**src/hw/rtl/mit_pkg.sv**
```systemverilog
// ----------------------------------------------------------------------------
// mit_pkg: shared types and constants of the mask intern table
// Table geometry, action codes, the command record that travels from the
// front to the back, and the index-to-handle conversion.
// ----------------------------------------------------------------------------
package mit_pkg;

    localparam int MASK_BITS   = 64;
    localparam int TABLE_DEPTH = 256;
    localparam int MASK_W      = 64;
    localparam int HANDLE_W    = 9;
    localparam int IDX_W       = $clog2(TABLE_DEPTH);
    localparam int CNT_W       = $clog2(TABLE_DEPTH + 1);
    localparam int HC_W        = (CNT_W > HANDLE_W) ? CNT_W : HANDLE_W;
    localparam int QUEUE_DEPTH = 2;
    localparam int QPTR_W      = $clog2(QUEUE_DEPTH);
    localparam int FILL_W      = $clog2(QUEUE_DEPTH + 1);

    localparam logic [HANDLE_W-1:0] NO_HANDLE = {HANDLE_W{1'b1}};

    typedef enum logic [1:0] {
        ACT_INTERN   = 2'd0,
        ACT_RETRIEVE = 2'd1,
        ACT_AND      = 2'd2
    } action_t;

    typedef logic signed [HANDLE_W-1:0] handle_t;
    typedef logic [MASK_W-1:0]          mask_t;

    typedef struct packed {
        action_t              action;
        logic [MASK_BITS-1:0] mask;
        logic                 a_neg;
        logic [HC_W-1:0]      a_idx;
        logic                 b_neg;
        logic [HC_W-1:0]      b_idx;
    } cmd_t;

    function automatic logic [HANDLE_W-1:0] idx_to_handle(input logic [HC_W-1:0] idx);
        return idx[HANDLE_W-1:0];
    endfunction

endpackage

```
**src/hw/rtl/mit_cmd_fifo.sv**
```systemverilog
// ----------------------------------------------------------------------------
// mit_cmd_fifo: command queue between front and back
// Small register FIFO that decouples request intake from table work.
// ----------------------------------------------------------------------------
module mit_cmd_fifo import mit_pkg::*; (
    input  logic clk,
    input  logic rst_n,
    input  logic push_valid,
    output logic push_ready,
    input  cmd_t push_cmd,
    output logic pop_valid,
    input  logic pop_ready,
    output cmd_t pop_cmd
);

    cmd_t               slot_reg [QUEUE_DEPTH];
    logic [QPTR_W-1:0]  wr_ptr_reg, wr_ptr_next;
    logic [QPTR_W-1:0]  rd_ptr_reg, rd_ptr_next;
    logic [FILL_W-1:0]  fill_reg, fill_next;
    logic               do_push, do_pop;

    assign push_ready = (fill_reg != FILL_W'(QUEUE_DEPTH));
    assign pop_valid  = (fill_reg != '0);
    assign pop_cmd    = slot_reg[rd_ptr_reg];
    assign do_push    = push_valid && push_ready;
    assign do_pop     = pop_valid && pop_ready;

    always_comb
    begin
        wr_ptr_next = do_push ? wr_ptr_reg + QPTR_W'(1) : wr_ptr_reg;
        rd_ptr_next = do_pop  ? rd_ptr_reg + QPTR_W'(1) : rd_ptr_reg;
        fill_next   = fill_reg;
        if (do_push && !do_pop)
        begin
            fill_next = fill_reg + FILL_W'(1);
        end
        else if (do_pop && !do_push)
        begin
            fill_next = fill_reg - FILL_W'(1);
        end
    end

    always_ff @(posedge clk or negedge rst_n)
    begin
        if (!rst_n)
        begin
            wr_ptr_reg <= '0;
            rd_ptr_reg <= '0;
            fill_reg   <= '0;
        end
        else
        begin
            wr_ptr_reg <= wr_ptr_next;
            rd_ptr_reg <= rd_ptr_next;
            fill_reg   <= fill_next;
        end
    end

    always_ff @(posedge clk)
    begin
        if (do_push)
        begin
            slot_reg[wr_ptr_reg] <= push_cmd;
        end
    end

endmodule

```
**config.mk**
```make
export PLATFORM = sky130hd
export DESIGN_NAME = mit_cmd_fifo
export DESIGN_NICKNAME = d
export VERILOG_FILES = /design/src/hw/rtl/mit_pkg.sv /design/src/hw/rtl/mit_cmd_fifo.sv
export SDC_FILE = /design/constraint.sdc
export NUM_CORES = 1
export LEC_CHECK = 0
export ABC_AREA = 1
export BUFFER_PORTS_ARGS = -buffer_cell sky130_fd_sc_hd__buf_2
export CAP_MARGIN = 20
export CORE_ASPECT_RATIO = 1.75
export CORE_MARGIN = 2
export CORE_UTILIZATION = 32
export CTS_CLUSTER_SIZE = 10
export DETAILED_ROUTE_END_ITERATION = 10
export PLACE_DENSITY = 0.57
export SLEW_MARGIN = 10
export SYNTH_ARGS = -nofsm -noshare
export SYNTH_HDL_FRONTEND = slang
export SYNTH_SLANG_ARGS = --single-unit
```
**constraint.sdc**
```tcl
create_clock -name clk -period 4.7 [get_ports clk]
set_clock_uncertainty 0.15 [all_clocks]
set_input_delay 0.47 -clock clk [delete_from_list [all_inputs] [get_ports clk]]
set_output_delay 0.47 -clock clk [all_outputs]
set_load 0.01 [all_outputs]
```
# After elaboration in Yosys (flattened, before gate mapping)
# Memories as Yosys holds them, arrays and structs flattened.
# Cells that the tools add are included.
# classes
n_addsub	4
eq_ne	1
muxes	4
n_reduce_logical	8
# op_table
operator	count
logical AND 1 bit	4
two-way mux 2 bit	2
nonzero test 2 bit	2
adder 1 bit, second input constant	2
adder 2 x 1 -> 2 bit, second input constant	1
zero test 1 bit	2
two-way mux 1 bit	2
inequality test 2 bit, second input constant	1
subtractor 2 x 1 -> 2 bit, second input constant	1
# word_totals
regBits	4
mem_bits_rw	172
in_bits	90
out_inout_bits	88
word_cells	21
memories	1
# mem_list
name	depth	width	rd	rd_ports_with_merged_regs	wr	line	rtl
slot_reg	2	86	1	0	1	mit_cmd_fifo.sv:16	cmd_t slot_reg [QUEUE_DEPTH];

# Logic depth before layout (Yosys ltp)
# Gate-level depths: netlist of run 1.
# logic_depth
ltp_word	6
mapped_depth	10
mapped_depth_nobuf	10

# Worst setup path before layout of run 1
# OpenSTA, ideal clock, no wires.
# synth_path
kind	register to register
from	reg fill_reg[0]
to	mem slot_reg[0][0] in the netlist's numbering, enable pin
setup_time_ps	531
arrival_time_ps	4258
required_ps	4019
slack_ps	-239
path_stages_with_launch	5
n_path_buf	0
synth_period_minus_slack_ps	4939
path_cell_list	dfrtp_1 > inv_1 > nand2_1 > nand2_1 > nor2_1
# synth_via
elab_chain_len	4
# synth_rtl
item	line	rtl
start: declaration	mit_cmd_fifo.sv:19	logic [FILL_W-1:0] fill_reg, fill_next;
start signal: assignment	mit_cmd_fifo.sv:55	fill_reg <= fill_next;
inequality test 2 bit	mit_cmd_fifo.sv:22	assign push_ready = (fill_reg != FILL_W'(QUEUE_DEPTH));
named net push_ready	mit_cmd_fifo.sv:9	output logic push_ready,
logical AND 1 bit	mit_cmd_fifo.sv:25	assign do_push = push_valid && push_ready;
two-way mux 1 bit	mit_cmd_fifo.sv:61	if (do_push)
two-way mux 1 bit (implied by the code)	mit_cmd_fifo.sv:63	slot_reg[wr_ptr_reg] <= push_cmd;
end: declaration	mit_cmd_fifo.sv:16	
# The timed path passes the listed nets, and every way through them passes these cells.

==> results of run 1 <==
==> synthesized netlist by cell type <==
cell / instances
xnor2_1: 1
ha_1: 1
nand4_1: 1
buf_2: 11
nand2_1: 268
buf_6: 4
inv_1: 6
buf_4: 4
dfrtp_1: 4
nor2_1: 2
nand3_1: 2
xor2_1: 1
edfxtp_1: 172
inv_2: 1
==> report_power, final <==
| part | total (W) | switching, W | internal [W] |
|---|---|---|---|
| Sequential | 0.00223 | 0.0000850 | 0.00215 |
| Clock | 0.00132 | 0.000547 | 0.000775 |
| Combinational | 0.00162 | 0.00109 | 0.000534 |
==> placed cells by master (no fill, tap or decap), drive strengths merged <==
| master | instances |
|---|---|
| nand3 | 2 |
| bufinv | 2 |
| xor2 | 1 |
| clkinvlp | 2 |
| dlygate4sd3 | 1 |
| nand4 | 1 |
| dfrtp | 4 |
| nor2 | 2 |
| clkbuf | 20 |
| ha | 1 |
| xnor2 | 1 |
| inv | 7 |
| edfxtp | 172 |
| buf | 182 |
| clkinv | 7 |
| nand2 | 268 |
==> layer usage <==
layer / track usage / vias up / part of all wire
met2: 0.2350 / 136 / 0.55
met5: 0 / - / 0
li1: - / 1980 / -
met1: 0.1277 / 1919 / 0.36
met3: 0.03675 / 20 / 0.060
met4: 0.06078 / 0 / 0.024
==> per-stage QoR <==
| step | instance area (µm²) | TNS, ns | hold WS, ns | std cells | util |
|---|---|---|---|---|---|
| final | 8199 | 0 | 0.08108 | 918 | 0.4136 |
| after global routing | 8199 | 0 | 0.05593 | 918 | 0.4136 |
| after CTS | 8199 | 0 | 0.05368 | 918 | 0.4136 |
| after detailed placement | 7635 | 0 | 0.1273 | 886 | 0.3851 |
| after global placement | 7615 | 0 | 0.1267 | 885 | 0.3841 |
| after floorplan | 6481 | -41.11 | 0.02441 | 478 | - |
==> worst max-delay path: stages (launching register included) <==
cell and delay (ns):
dfrtp_2 0.36, buf_4 0.72, nand2_1 0.13, nand2_1 0.12
buf_2 0.13
==> what timing repair did <==
item | in CTS | in global routing
setup buffers | 0 | 0
hold buffers | 1 | 0
hold endpoints to repair | 4 | 0
==> kinds of logic (layout without fill, tap and decap cells) <==
| kind of cell | count (synthesis) | in the layout |
|---|---|---|
| buf+inv | 26 | 221 |
| xor+xnor | 2 | 2 |
| simple gates | 273 | 273 |
| flops | 176 | 176 |
| fa+ha+maj | 1 | 1 |
==> worst min-delay path by stage <==
stage	from	end	slack, ns	cells after the start
floorplan	rst_n	fill_reg[0]	0.02	0
global placement	rst_n	wr_ptr_reg	0.13	1
detailed placement	rst_n	wr_ptr_reg	0.13	1
CTS	push_cmd[71]	slot_reg[1][71]	0.05	1
global route	push_cmd[71]	slot_reg[0][71]	0.06	1
finish	push_cmd[52]	slot_reg[0][52]	0.08	1
==> area by class of cell <==
cell class              instances  share of cell area
flip-flops and latches        176              0.6423
multi-input cells             276              0.1311
repair buffers                183              0.1184
clock buffers                  20             0.05326
well taps                     245             0.03739
clock inverters                11             0.01434
inverters                       7            0.003205
==> flow_metrics.tcl, run 1 <==
set metrics [dict create \
    drt_iter0_markers 230 \
    syn_area_per_cell_um2 13.56 \
    die_h_um 192.3 \
    crit_path_end "pop_cmd[40]" \
    totalPowerFinal_w 0.005175 \
    drive_gt1_frac 0.3135 \
    synthMuxAreaShare 0 \
    fin_nets 752 \
    yosys.cell_types.count 14 \
    drc 0 \
    grt_overflow 0 \
    die_area_mm2 0.02145 \
    cts_tree "yes" \
    synth_fa_ha_area_frac 0.001931 \
    crit_path_end_kind "primary output" \
    synth_top_area_cell "edfxtp_1" \
    setup_viol 0 \
    worstSetupStartpoint "rd_ptr_reg" \
    p_per_area_mw_per_mm2 631.2 \
    r2r-start "fill_reg[0]" \
    cts-resized-gates 0 \
    slew_headroom 0.3775 \
    wirelength_um 13350 \
    rsz0062_at_grt "no" \
    clk_path_buf_depth 2 \
    timing.final.crit_share 0.5393 \
    place_congestion 0.7833 \
    dp_hpwl_um 8757 \
    core-area_mm2 0.01982 \
    pre_cts_ws_ns 2.367 \
    fillers 1874 \
    yosys_warnings 0 \
    critPathRequiredTime_ns 4.08 \
    clock_latency_ns 0.41 \
    slew_viol_final 0 \
    peakVddDrop_mv 0.3666 \
    io_buffers 177 \
    rows 68 \
    synth_xor_area_frac 0.002703 \
    grt_pass1_wl_um 20530 \
    syn_nets 569 \
    cts_max_level 4 \
    final_antenna_net_count 0 \
    grt_pass1_vias 4124 \
    synthSimpleGateAreaFrac 0.1589 \
    syn_to_final_growth_pct 26.51 \
    post_drt_wl_per_cell_um 14.55 \
    yosysSeqAreaShare 0.8124 \
    viasPerCell 4.417 \
    vias 4055 \
    largest_reg_flops 172 \
    ys_seq_elements 176 \
    r2r_end "slot_reg[1][27]" \
    syn_area_mm2 0.006481 \
    drtPass1Iterations 5 \
    multiInputGateArea_mm2 0.001075 \
    ioPinCount 178 \
    antenna_cells 0 \
    synth_top_area_frac 0.7969 \
    yosys-top-cells-area "edfxtp_1, nand2_1, dfrtp_1" \
    worst_ep_arrival_time_ns 1.91 \
    die_w_um 111.6 \
    timing.final.ws_setup_ns 2.165 \
    grt_max_degree 88 \
    hp-class "primary input to flip-flop" \
    synth_top_family_by_area "simple AND/OR/NAND/NOR gates" \
    rrSetupSlack_ns 2.40 \
    r2r_cells 5 \
    max_freq_mhz 394.5 \
    cp_max_fo 87 \
    initial_core_util 0.3269 \
    seq_area_mm2 0.005266 \
    synth_compound_area_frac 0 \
    status "complete, no violations" \
    drv_cap 0 \
    final-hold-violation-count 0 \
    p_leak_nw 3.504 \
    worstMarginPinSlew_ns 0.9337 \
    crit_type "flip-flop to primary output" \
    antenna_found_initial 0 \
    numClockSinks 176 \
    track_usage 0.1259 \
    cts.reportedPaths.clkPinSlew_ns 0.06 \
    numCtsBuffers 17 \
    startpoint_type "flip-flop" \
    syn_inst 478 \
    cts_root_buf "clkbuf_16" \
    fin_crit_ns 2.535 \
]
Note: power is estimated with default switching activity, not from simulation.
==> inputs of run 2 (changes only) <==
--- a/config.mk
+++ b/config.mk
@@ -13,7 +13,7 @@
 export CORE_UTILIZATION = 32
 export CTS_CLUSTER_SIZE = 10
 export DETAILED_ROUTE_END_ITERATION = 10
-export PLACE_DENSITY = 0.57
+export PLACE_DENSITY = 0.55
 export SLEW_MARGIN = 10
 export SYNTH_ARGS = -nofsm -noshare
 export SYNTH_HDL_FRONTEND = slang
==> constraint.sdc (replaced) <==
create_clock -name clk -period 2.65 [get_ports clk]
set_clock_uncertainty 0.15 [all_clocks]
set_input_delay 0.265 -clock clk [delete_from_list [all_inputs] [get_ports clk]]
set_output_delay 0.265 -clock clk [all_outputs]
set_load 0.01 [all_outputs]
==> run 2 against run 1 <==
Sequential power up 77%. Critical path type unchanged. Register-to-register slack lost 1.7 ns. Total power rose by 86%. Critical endpoint is now pop_cmd[75]. Via count increased by 7.8%. Die area unchanged. Setup slack worse by 1.9 ns. First-iteration DRC count rose by 10%. Combinational power up 86%. Design area increased by 12%.
==> flow_metrics.tcl, run 2 (synthesis gave the netlist of run 1 again) <==
set metrics [dict create \
    antenna_cells 0 \
    dp.cells 889 \
    startpoint_type "flip-flop" \
    worstSetupStartpoint "rd_ptr_reg" \
    numCtsBuffers 17 \
    hold_ws_ns 0.05628 \
    die_w_um 111.6 \
    drtPass1Iterations 5 \
    mostFrequentLayoutCells "nand2_1, buf_2, edfxtp_1" \
    core-area_mm2 0.01982 \
    rrSetupSlack_ns 0.70 \
    fin_nets 842 \
    initial_core_util 0.3269 \
    status "complete, no violations" \
    cts-resized-gates 0 \
    critPathRequiredTime_ns 2.24 \
    drt_iter0_markers 253 \
    numClockSinks 176 \
    die_h_um 192.3 \
    p_per_area_mw_per_mm2 1053 \
    slew_headroom 0.3698 \
    track_usage 0.1382 \
    crit_path_end_kind "primary output" \
    r2r_end "slot_reg[0][61]" \
    syn_to_final_growth_pct 41.37 \
    cp_max_fo 87 \
    io_buffers 177 \
    r2r-start "fill_reg[0]" \
    cts_tree "yes" \
    vias 4370 \
    wirelength_um 14450 \
    viasPerCell 4.335 \
    final-hold-violation-count 0 \
    post_drt_wl_per_cell_um 14.33 \
    slew_viol_final 0 \
    layoutNonFillerInstCount 1008 \
    die_area_mm2 0.02145 \
    cts_root_buf "clkbuf_16" \
    max_freq_mhz 420.9 \
    cts_max_level 4 \
    grt_pass1_vias 4744 \
    antenna_found_initial 0 \
    drv_cap 0 \
    grt_overflow 0 \
    dp_hpwl_um 9056 \
    timing.final.crit_share 0.8967 \
    rsz0062_at_grt "no" \
    place_congestion 0.7201 \
    fin_crit_ns 2.376 \
    drive_gt1_frac 0.2831 \
    clock_latency_ns 0.42 \
    setup_viol 0 \
    r2r_cells 5 \
    drc 0 \
    worstMarginPinSlew_ns 0.9453 \
    p_leak_nw 3.918 \
    cts.reportedPaths.clkPinSlew_ns 0.07 \
    ioPinCount 178 \
    final_common_cell "nand2_1" \
    grt_max_degree 88 \
    largest_reg_flops 172 \
    fillers 1829 \
    rows 68 \
    final_antenna_net_count 0 \
    hp-class "primary input to asynchronous set/reset pin" \
    grt_pass1_wl_um 22760 \
    post-route-util 0.4622 \
    peakVddDrop_mv 0.6284 \
    worst_ep_arrival_time_ns 1.96 \
    clk_path_buf_depth 2 \
    crit_type "flip-flop to primary output" \
]
==> run 2: cell types whose count changed in the layout (fill, tap and decap cells not counted) <==
cell	previous run	this run
buf_4	2	5
bufinv_16	2	5
clkbuf_1	3	2
clkinv_1	3	2
clkinv_2	1	2
clkinv_4	3	1
dlygate4sd3_1	1	88
==> run 2: how the worst max path moves through the flow <==
stage / end / slack, ns / cells past startpoint
6_report: pop_cmd[75] / 0.27 / 4
5_1_grt: pop_cmd[77] / 0.07 / 4
4_1_cts: pop_cmd[75] / 0.19 / 4
3_5_place_dp: pop_cmd[75] / 0.68 / 4
3_3_place_gp: pop_cmd[75] / 0.74 / 4
2_1_floorplan: slot_reg[0][0] / -0.86 / 4
==> run 2: power breakdown <==
group,total [W],internal [W],leakage (nW),switching (W)
sequential,0.00395,0.00380,1.65,0.000152
clock,0.00267,0.00166,0.298,0.00101
combinational,0.00302,0.00105,1.97,0.00197
total,0.00965,0.00652,3.92,0.00313
==> run 2: what timing repair did <==
action	CTS	global route
buffers inserted	0	0
hold endpoints to repair	177	0
hold buffers	88	0
==> run 2: metal layers <==
metal  vias to the layer above  wire length [µm]  share of wire  global-route usage
met5                         -                 0              0                   0
met2                       121              7904           0.55              0.2594
li1                       2147                 -              -                   -
met1                      2086              5595           0.39              0.1440
met4                         0               323          0.022             0.07028
met3                        16               625          0.043             0.03046
==> run 2: area by class of cell <==
class                      count  area (µm²)  share of cell area
clock buffer                  19       432.9             0.04725
multi-input combinational    276        1075              0.1173
timing repair buffer         273        1864              0.2035
sequential                   176        5266              0.5748
tap                          245       306.5             0.03346
inverter                       7       26.28            0.002868
clock inverter                12       191.4             0.02089
==> run 2: worst max-delay path: stages (launching register included) <==
cell and delay (ns):
dfrtp_2 0.37, buf_4 0.73, nand2_1 0.13, nand2_1 0.16
buf_2 0.14
==> run 2: stage by stage <==
step           power [W]  area [µm²]  setup WS, ns  setup TNS [ns]
3_5_place_dp    0.007033        7657        0.6752               0
6_report        0.009650        9163        0.2739               0
4_1_cts         0.009837        9163        0.1904               0
2_1_floorplan   0.005788        6486       -0.8589         -147.72
3_3_place_gp    0.006959        7657        0.7363               0
5_1_grt          0.01026        9163       0.07117               0
==> inputs of run 3 (changes only) <==
--- a/config.mk
+++ b/config.mk
@@ -5,7 +5,7 @@
 export SDC_FILE = /design/constraint.sdc
 export NUM_CORES = 1
 export LEC_CHECK = 0
-export ABC_AREA = 1
+export ABC_AREA = 0
 export BUFFER_PORTS_ARGS = -buffer_cell sky130_fd_sc_hd__buf_2
 export CAP_MARGIN = 20
 export CORE_ASPECT_RATIO = 1.75
@@ -14,6 +14,7 @@
 export CTS_CLUSTER_SIZE = 10
 export DETAILED_ROUTE_END_ITERATION = 10
 export PLACE_DENSITY = 0.55
+export REMOVE_ABC_BUFFERS = 1
 export SLEW_MARGIN = 10
 export SYNTH_ARGS = -nofsm -noshare
 export SYNTH_HDL_FRONTEND = slang
==> constraint.sdc (replaced) <==
create_clock -name clk -period 2.7 [get_ports clk]
set_clock_uncertainty 0.15 [all_clocks]
set_input_delay 0.27 -clock clk [delete_from_list [all_inputs] [get_ports clk]]
set_output_delay 0.27 -clock clk [all_outputs]
set_load 0.01 [all_outputs]
==> run 3 against run 2 <==
First-iteration DRC count down 70%. Critical path type unchanged. Die area up 0.60%. Final cell count decreased by 18%. Largest cell class unchanged. Sequential power barely moved.
==> flow_metrics.tcl, run 3 <==
set metrics [dict create \
    grt_pass1_wl_um 20140 \
    crit_path_end_kind "primary output" \
    r2r-start "fill_reg[0]" \
    critical_path.max_stage_delay_ns 0.60 \
    post_cts_buffers 0 \
    clk_path_buf_depth 2 \
    cts_root_buf "clkbuf_16" \
    drt_iter0_markers 75 \
    fin_nets 657 \
    path_cells "buf_4, mux2_2, buf_2" \
    die_area_mm2 0.02158 \
    cts_tree "yes" \
    drv_cap 0 \
    worstSetupStartpoint "rd_ptr_reg" \
    grt_max_degree 60 \
    fin_crit_ns 2.318 \
    numCtsBuffers 17 \
    cts-resized-gates 0 \
    timing.final.ws_setup_ns 0.3818 \
    final-hold-violation-count 0 \
    r2r_end "slot_reg[1][67]" \
    largest_reg_flops 172 \
    syn_inst 286 \
    syn_area_per_cell_um2 22.80 \
    io_buffers 177 \
    cts.reportedPaths.clkPinSlew_ns 0.06 \
    timing.final.crit_share 0.8586 \
    core-area_mm2 0.02012 \
    r2r_cells 3 \
    yosysSeqAreaShare 0.8074 \
    rsz0062_at_grt "no" \
    synth_top_area_cell "edfxtp_1" \
    seq_area_mm2 0.005269 \
    drtPass1Iterations 5 \
    die_h_um 192.8 \
    hold_start "pop_ready" \
    hp-class "primary input to flip-flop" \
    clock_latency_ns 0.43 \
    max_freq_mhz 431.4 \
    initial_core_util 0.3242 \
    rrSetupSlack_ns 0.77 \
    syn_to_final_growth_pct 41.46 \
    worst_ep_arrival_time_ns 1.90 \
    status "complete, no violations" \
    syn_area_mm2 0.006521 \
    cp.depth 3 \
    layoutNonFillerInstCount 829 \
    peakVddDrop_mv 0.4869 \
    yosys-top-cells-area "edfxtp_1, mux2_2, mux2_4" \
    grt_pass1_vias 3968 \
    numClockSinks 176 \
    worst-path-buf-inv 2 \
    yosysMostFrequentCell "edfxtp_1" \
    fin_area_mm2 0.009225 \
    track_usage 0.1254 \
    slew_headroom 0.7113 \
    ioPinCount 178 \
    rows 69 \
    crit_type "flip-flop to primary output" \
    dp_hpwl_um 9333 \
    cp_max_fo 18 \
    synth_edf_count 172 \
    place_congestion 0.7478 \
    post_dp_cell_area_mm2 0.007742 \
    viasPerCell 4.333 \
    slew_viol_final 0 \
    post_drt_wl_per_cell_um 16.38 \
    synth_top_area_frac 0.7920 \
    multiInputGateArea_mm2 0.001184 \
    final_antenna_net_count 0 \
    antenna_found_initial 2 \
    ys.flop_type "edfxtp_1" \
    cts_max_level 4 \
    critPathRequiredTime_ns 2.28 \
    crit_path_end "pop_cmd[81]" \
    p_per_area_mw_per_mm2 1005 \
    drive_gt1_frac 0.5285 \
    slowest_stage "dfrtp_4" \
    pre_cts_ws_ns 0.7592 \
    p_leak_nw 3.559 \
    die_w_um 111.9 \
    worstMarginPinSlew_ns 0.4331 \
    yosys_warnings 0 \
    mostFrequentLayoutCells "buf_2, edfxtp_1, dlygate4sd3_1" \
    final_common_cell "buf_2" \
    async_flop_share 0.02273 \
    hold_ws_ns 0.02497 \
    cp_top_family "flip-flops" \
    grt_overflow 0 \
    ys_seq_elements 176 \
    synth_common_cells "edfxtp_1, mux2_2, mux2_4" \
    fillers 1808 \
    drc 0 \
    startpoint_type "flip-flop" \
    wirelength_um 13580 \
    vias 3592 \
    yosys.cell_types.count 15 \
    dp.cells 708 \
    setup_viol 0 \
    tns_ns 0 \
]
## run 3: changes by cell type in the layout (fill, tap and decap cells not counted), sizes merged, moves of 2 or more
cell,before,now
bufinv,5,3
clkbuf,19,17
diode,0,2
mux2,0,86
nand2,268,2
nand3,2,0
xnor2,1,3
## run 3: per-layer routing
metal  vias to the layer above  global-route usage  wire (µm)
met5                         -                   0          0
met4                         0             0.06790        418
met3                        23             0.02952        481
met2                       104              0.2457       8049
met1                      1770              0.1177       4633
li1                       1695                   -          -
## run 3: worst reg2reg max path: stages, from the launching register on
cell and delay, ns:
dfrtp_1 0.40, nand2b_1 0.17, and3_4 0.49, buf_4 0.38
## run 3: power breakdown
| part | switching [W] | internal, W |
|---|---|---|
| clock | 0.00103 | 0.00147 |
| combinational | 0.00142 | 0.00140 |
| sequential | 0.000217 | 0.00374 |
## run 3: how the worst min path moves through the flow
stage                        endpoint  slack [ns]  cells after the start
after floorplan           fill_reg[0]       -0.18                      0
after global placement     wr_ptr_reg       -0.05                      1
after detailed placement   wr_ptr_reg       -0.06                      1
after CTS                 fill_reg[0]        0.01                      2
after global routing      fill_reg[0]        0.03                      2
final                      rd_ptr_reg        0.02                      3
## run 3: area by class of cell
cell class | count | share of cell area
antenna | 2 | 0.0005425
inverter | 1 | 0.0004069
clock buffer | 17 | 0.04611
tap | 248 | 0.03364
timing repair buffer | 271 | 0.2002
sequential | 176 | 0.5711
multi-input combinational | 99 | 0.1283
clock inverter | 15 | 0.01967
## run 3: timing repair
action                     CTS  global route
setup endpoints to repair    0             0
hold buffers                87             0
hold endpoints to repair   176             0
## run 3: logic make-up after synthesis
| group | share of synthesized area |
|---|---|
| flops | 0.8074 |
| xor+xnor | 0.006716 |
| simple gates | 0.005183 |
| mux | 0.1658 |
| fa+ha+maj | 0.001918 |
| buf+inv | 0.01305 |
## run 3: metrics by stage
stage | power [W] | utilization
3_3_place_gp | 0.006759 | 0.3849
6_report | 0.009273 | 0.4586
3_5_place_dp | 0.006811 | 0.3849
4_1_cts | 0.009436 | 0.4584
5_1_grt | 0.009731 | 0.4586
2_1_floorplan | 0.005797 | -
